`src/hw/rtl/crt_pkg.sv`:
```
`timescale 1ns / 1ps
`default_nettype none

package crt_pkg;

	localparam int IDX_W = 10;
	localparam int ADDR_W = 32;
	localparam int DEPTH_W = 6;
	localparam int FC_W = 11;
	localparam int CFG_IDX_W = 1;
	localparam int CFG_DATA_W = 11;

	localparam logic [31:0] RET_ENCODING = 32'h0000_8067;

	localparam logic OP_LOAD = 1'b0;
	localparam logic OP_JUMP = 1'b1;

	localparam logic EV_CALL = 1'b0;
	localparam logic EV_RETURN = 1'b1;

	localparam logic [CFG_IDX_W-1:0] REG_TRACE_ENABLE = 1'd0;
	localparam logic [CFG_IDX_W-1:0] REG_FUNCTION_COUNT = 1'd1;

	typedef struct packed {
		logic              opcode;
		logic [IDX_W-1:0]  entry_index;
		logic [ADDR_W-1:0] entry_start;
		logic [ADDR_W-1:0] entry_size;
		logic [ADDR_W-1:0] jump_target;
		logic [ADDR_W-1:0] jump_pc;
		logic [31:0]       instr_word;
	} req_t;

	typedef struct packed {
		logic               event_kind;
		logic [IDX_W-1:0]   func_index;
		logic [ADDR_W-1:0]  func_start;
		logic [ADDR_W-1:0]  event_pc;
		logic [DEPTH_W-1:0] call_depth;
		logic               last_of_run;
	} res_t;

	typedef struct packed {
		logic walk_dec;
		logic set_match;
		logic emit_ret;
		logic emit_dec;
		logic pop;
		logic search_step;
		logic emit_call;
	} ctrl_cmd_t;

	typedef struct packed {
		logic is_load;
		logic is_ret;
		logic trace_en;
		logic in_range;
		logic walk_end;
		logic last;
		logic hit;
		logic exhausted;
	} ctrl_sts_t;

endpackage

`default_nettype wire

```
`src/hw/rtl/crt_ctrl.sv`:
```
`timescale 1ns / 1ps
`default_nettype none

module crt_ctrl
	import crt_pkg::*;
(
	input  wire logic      clk,
	input  wire logic      arst_n,
	input  wire logic      accept,
	input  wire ctrl_sts_t sts,
	output ctrl_cmd_t      cmd,
	output logic           busy
);

	typedef enum logic [2:0] {
		S_IDLE,
		S_WALK_RD,
		S_WALK_SZ,
		S_WALK_CMP,
		S_EMIT_RD,
		S_EMIT_OUT,
		S_SEARCH
	} state_t;

	state_t state_q;
	logic busy_q;

	always_comb begin
		cmd = '0;
		unique case (state_q)
			S_WALK_CMP: begin
				cmd.walk_dec = !sts.in_range;
				cmd.set_match = sts.in_range;
			end
			S_EMIT_OUT: begin
				cmd.emit_ret = 1'b1;
				cmd.emit_dec = !sts.last;
				cmd.pop = sts.last;
			end
			S_SEARCH: begin
				cmd.search_step = !sts.hit;
				cmd.emit_call = sts.hit;
			end
			default: begin
				cmd = '0;
			end
		endcase
	end

	always_ff @(posedge clk or negedge arst_n) begin
		if (!arst_n) begin
			state_q <= S_IDLE;
			busy_q <= 1'b0;
		end else begin
			unique case (state_q)
				S_IDLE: begin
					if (accept) begin
						priority if (sts.is_load || !sts.trace_en) begin
							state_q <= S_IDLE;
							busy_q <= 1'b0;
						end else if (sts.is_ret) begin
							state_q <= S_WALK_RD;
							busy_q <= 1'b1;
						end else begin
							state_q <= S_SEARCH;
							busy_q <= 1'b1;
						end
					end
				end
				S_WALK_RD: begin
					state_q <= S_WALK_SZ;
				end
				S_WALK_SZ: begin
					state_q <= S_WALK_CMP;
				end
				S_WALK_CMP: begin
					priority if (sts.in_range) begin
						state_q <= S_EMIT_RD;
					end else if (sts.walk_end) begin
						state_q <= S_SEARCH;
					end else begin
						state_q <= S_WALK_RD;
					end
				end
				S_EMIT_RD: begin
					state_q <= S_EMIT_OUT;
				end
				S_EMIT_OUT: begin
					if (sts.last) begin
						state_q <= S_IDLE;
						busy_q <= 1'b0;
					end else begin
						state_q <= S_EMIT_RD;
					end
				end
				S_SEARCH: begin
					if (sts.hit || sts.exhausted) begin
						state_q <= S_IDLE;
						busy_q <= 1'b0;
					end
				end
				default: begin
					state_q <= S_IDLE;
					busy_q <= 1'b0;
				end
			endcase
		end
	end

	assign busy = busy_q;

	a_busy_tracks_state: assert property (@(posedge clk) disable iff (!arst_n)
		busy_q == (state_q != S_IDLE))
		else $error("busy out of step with state");

	a_no_accept_busy: assert property (@(posedge clk) disable iff (!arst_n)
		(state_q != S_IDLE) |-> !accept)
		else $error("request taken while busy");

	a_emit_after_read: assert property (@(posedge clk) disable iff (!arst_n)
		(state_q == S_EMIT_OUT) |-> ($past(state_q) == S_EMIT_RD))
		else $error("return emitted without frame read");

endmodule

`default_nettype wire

```
`config.mk`:
```
export PLATFORM = sky130hd
export DESIGN_NAME = crt_ctrl
export DESIGN_NICKNAME = d
export VERILOG_FILES = /design/src/hw/rtl/crt_pkg.sv /design/src/hw/rtl/crt_ctrl.sv
export SDC_FILE = /design/constraint.sdc
export NUM_CORES = 1
export LEC_CHECK = 0
export BUFFER_PORTS_ARGS = -buffer_cell sky130_fd_sc_hd__buf_2
export CAP_MARGIN = 20
export CORE_AREA = 2 2 39 41
export CTS_BUF_LIST = sky130_fd_sc_hd__clkbuf_8
export CTS_CLUSTER_DIAMETER = 100
export DETAILED_ROUTE_END_ITERATION = 6
export DIE_AREA = 0 0 41 43
export GPL_TIMING_DRIVEN = 0
export PLACE_DENSITY = 0.49
export SYNTH_ARGS = -nofsm -noshare
export SYNTH_HDL_FRONTEND = slang
export SYNTH_SLANG_ARGS = --single-unit
```
`constraint.sdc`:
```
create_clock -name clk -period 1.7 [get_ports clk]
set_clock_uncertainty 0.15 [all_clocks]
set_input_delay 0.17 -clock clk [delete_from_list [all_inputs] [get_ports clk]]
set_output_delay 0.17 -clock clk [all_outputs]
set_load 0.1 [all_outputs]
```
==> impl_metrics.toml <==
[cts]
cts_sinks = 4
clk_pin_slew_worst_paths_ps = 30
clock_latency_ps = 210
root_buffer = "clkbuf_8"
cts_tree = "done"
h-tree-depth = 1
cts_buffer_depth = 2
cts_buffers = 3

[setup_path]
start_kind = "flop"
required_ps = 1380
reg2regPathDepth = 4
crit_path_end_kind = "output pin"
r2r_start = "state_q[2]$_DFFE_PN0P_"
r2r-end = "state_q[2]$_DFFE_PN0P_"
arrival_ps = 1310
worstPathMaxFanout = 7
criticalPathCategory = "flop to output pin"
ff2ff_setup_slack_ps = 160

[detailed_routing]
drc = 0
drt-total-wl_um = 825
ant_nets = 0
wl_per_cell_um = 10.31
viasPerCell = 4.688
vias = 375
first_pass_iters = 2
drt_iter0_drc = 4

[status]
status = "finished, final reports clean"

[logic_synthesis]
yosysMostFrequentCell = "nor2_1"
syn-cell-area_sq_um = 317.8
syn_nets = 52
synth_common_cells = "nor2_1, dfrtp_1, nand2_1, o21ai_0"
synth_area_leaders = "dfrtp_1, nor2_1, o21ai_0, nand3b_1, nor2b_1"
synth_cells = 41
synth_warnings = 0
synth_ff_type = "dfrtp_1"
async_flop_share_pct = 100.0
yosysSeqAreaShare_pct = 31.50
synth.avg_cell_area_sq_um = 7.751
yosys.area.top_type = "dfrtp_1"
synth-seq-cells = 4
synth_cell_types = 22
synth_top_area_share_pct = 31.50
synth_edf_count = 0

[place]
dp_slack_ps = 37.97
dpl_cell_area_sq_um = 475.5
dpl.cell_count = 75
numPortBuffers = 18
hpwl_um = 633.3
gp_congestion = 0.7742

[layout]
drive_gt1_share_pct = 53.13
multiInputGateArea_sq_um = 249.0
finalInstanceArea_sq_um = 578.1
areaGrowthSynthToFinish_pct = 81.89
regArea_sq_um = 101.3
final_cells = 80
fillerInstances = 148
num_antenna_cells = 0
layout.nets = 77

[grt]
grt_usage_pct = 11.82
grt_antenna_before_repair = 0
grt_use_met2_pct = 15.63
met1_usage_pct = 15.08
grt_pass1_vias = 360
top_usage_layer = "met2"
grtUsageMet3_pct = 3.141
grt_max_degree = 11
grt_pass1_wl_mm = 1.380
grt-ovfl-total = 0

[worst_hold_path]
holdPathStages = 3
min_to = "state_q[2]$_DFFE_PN0P_"
min_from = "sts[0]"
hold_path.class = "input port to flop"

[floorplanning]
core.rowCount = 14
die_w_um = 41
coreArea_sq_um = 1384
start_util_pct = 22.97
num_io_pins = 19
die_area_sq_um = 1763
die_h_um = 43

[power]
switchingPower_mw = 0.5240
clockPowerShare_pct = 19.0
sw_frac_of_total_pct = 50.57
p_comb_share_pct = 61.2
vdd_drop_max_mv = 0.6963
intPower_mw = 0.5121
p_leak_nw = 0.2672
seqPwrFrac_pct = 19.8
cellPowerDensity_nw_per_um2 = 1792

[sta]
timing.fmax_ghz = 0.6120
hold_viol = 0
max_slew_margin_pct = 68.05
report.final.slew_viol_count = 0
setup_viol = 0
rsz0062_at_grt = "no"
finalCritPeriodShare_pct = 96.12
worst_slack_ps = 65.97
layout_min_cycle_time_ps = 1634
worst_pin_slew_ps = 482.6

[flow_run]
max_cap_violations = 0
what timing repair did:
action / in CTS / in global routing
gates resized for setup: 8 / 7
buffers inserted: 0 / 1
pin swaps: 0 / 0
endpoints found under the setup margin: 6 / 6
hold buffers: 1 / 0
endpoints found under the hold margin: 4 / 0
worst max-delay path, cell delays in order, from the launching register on:
cell	delay [ps]
dfrtp_1	440
inv_1	110
and3_4	200
and2_4	130
buf_6	210
per-stage QoR:
stage,util [%],hold slack [ps],TNS (ps),total power [mW]
after CTS,39.60,133.0,-9.035,1.017
after floorplan,-,-275.6,-401.8,0.6926
after global placement,34.36,-173.6,0,0.7980
final,41.77,126.5,0,1.036
after detailed placement,34.36,-172.7,0,0.7951
after global routing,41.77,132.5,0,1.105
sequential cells by signal (all words and copies together) (netlist names):
register	cells
busy	1
state_q	3
cell usage in the layout (no fill, tap or decap), types with 2 or more instances in the layout:
| cell | count |
|---|---|
| o21ai_1 | 2 |
| nor2_2 | 2 |
| nand2_1 | 2 |
| buf_6 | 5 |
| clkbuf_8 | 3 |
| inv_1 | 2 |
| o21ai_0 | 3 |
| buf_2 | 11 |
| buf_4 | 2 |
| nand3b_1 | 2 |
| nor2_1 | 5 |
| a21oi_1 | 2 |
| dfrtp_1 | 3 |
kinds of logic after synthesis:
family                 synth area share, %
DFF                                  31.50
and+or+nand+nor                      40.16
muxes                                3.150
buffers and inverters                3.936
AOI/OAI and AO/OA                    21.26
worst max path at each step:
| stage | from | end | slack [ps] | cells past startpoint |
|---|---|---|---|---|
| global route | state_q[1]$_DFFE_PN0P_ | cmd[2] | 10 | 4 |
| finish | state_q[1]$_DFFE_PN0P_ | cmd[2] | 70 | 4 |
| floorplan | state_q[2]$_DFFE_PN0P_ | cmd[0] | -110 | 2 |
| global placement | state_q[2]$_DFFE_PN0P_ | cmd[0] | 30 | 3 |
| detailed placement | state_q[2]$_DFFE_PN0P_ | cmd[0] | 40 | 3 |
| CTS | state_q[1]$_DFFE_PN0P_ | cmd[4] | -9 | 3 |
routing by layer:
layer | vias to the layer above | wire (um) | part of all wire, %
met3 | 2 | 54 | 6.5
met4 | 0 | 20 | 2.4
li1 | 196 | - | -
met5 | - | 0 | 0
met1 | 163 | 373 | 45
met2 | 14 | 377 | 46
final cells by class:
class / instances / area share [%]
flip-flops and latches: 4 / 17.53
inverters: 2 / 1.299
repair buffers: 20 / 25.54
well taps: 16 / 3.463
plain buffers: 1 / 1.948
multi-input cells: 34 / 43.07
clock buffers: 3 / 7.143
power groups by stage:
stage	combinational, mW	sequential (mW)	clock, mW
2_1_floorplan	0.438	0.255	0
5_1_grt	0.677	0.214	0.214
3_5_place_dp	0.595	0.201	0
6_report	0.635	0.205	0.196
4_1_cts	0.612	0.203	0.202
3_3_place_gp	0.596	0.202	0
(Power assumes the default switching activity.)
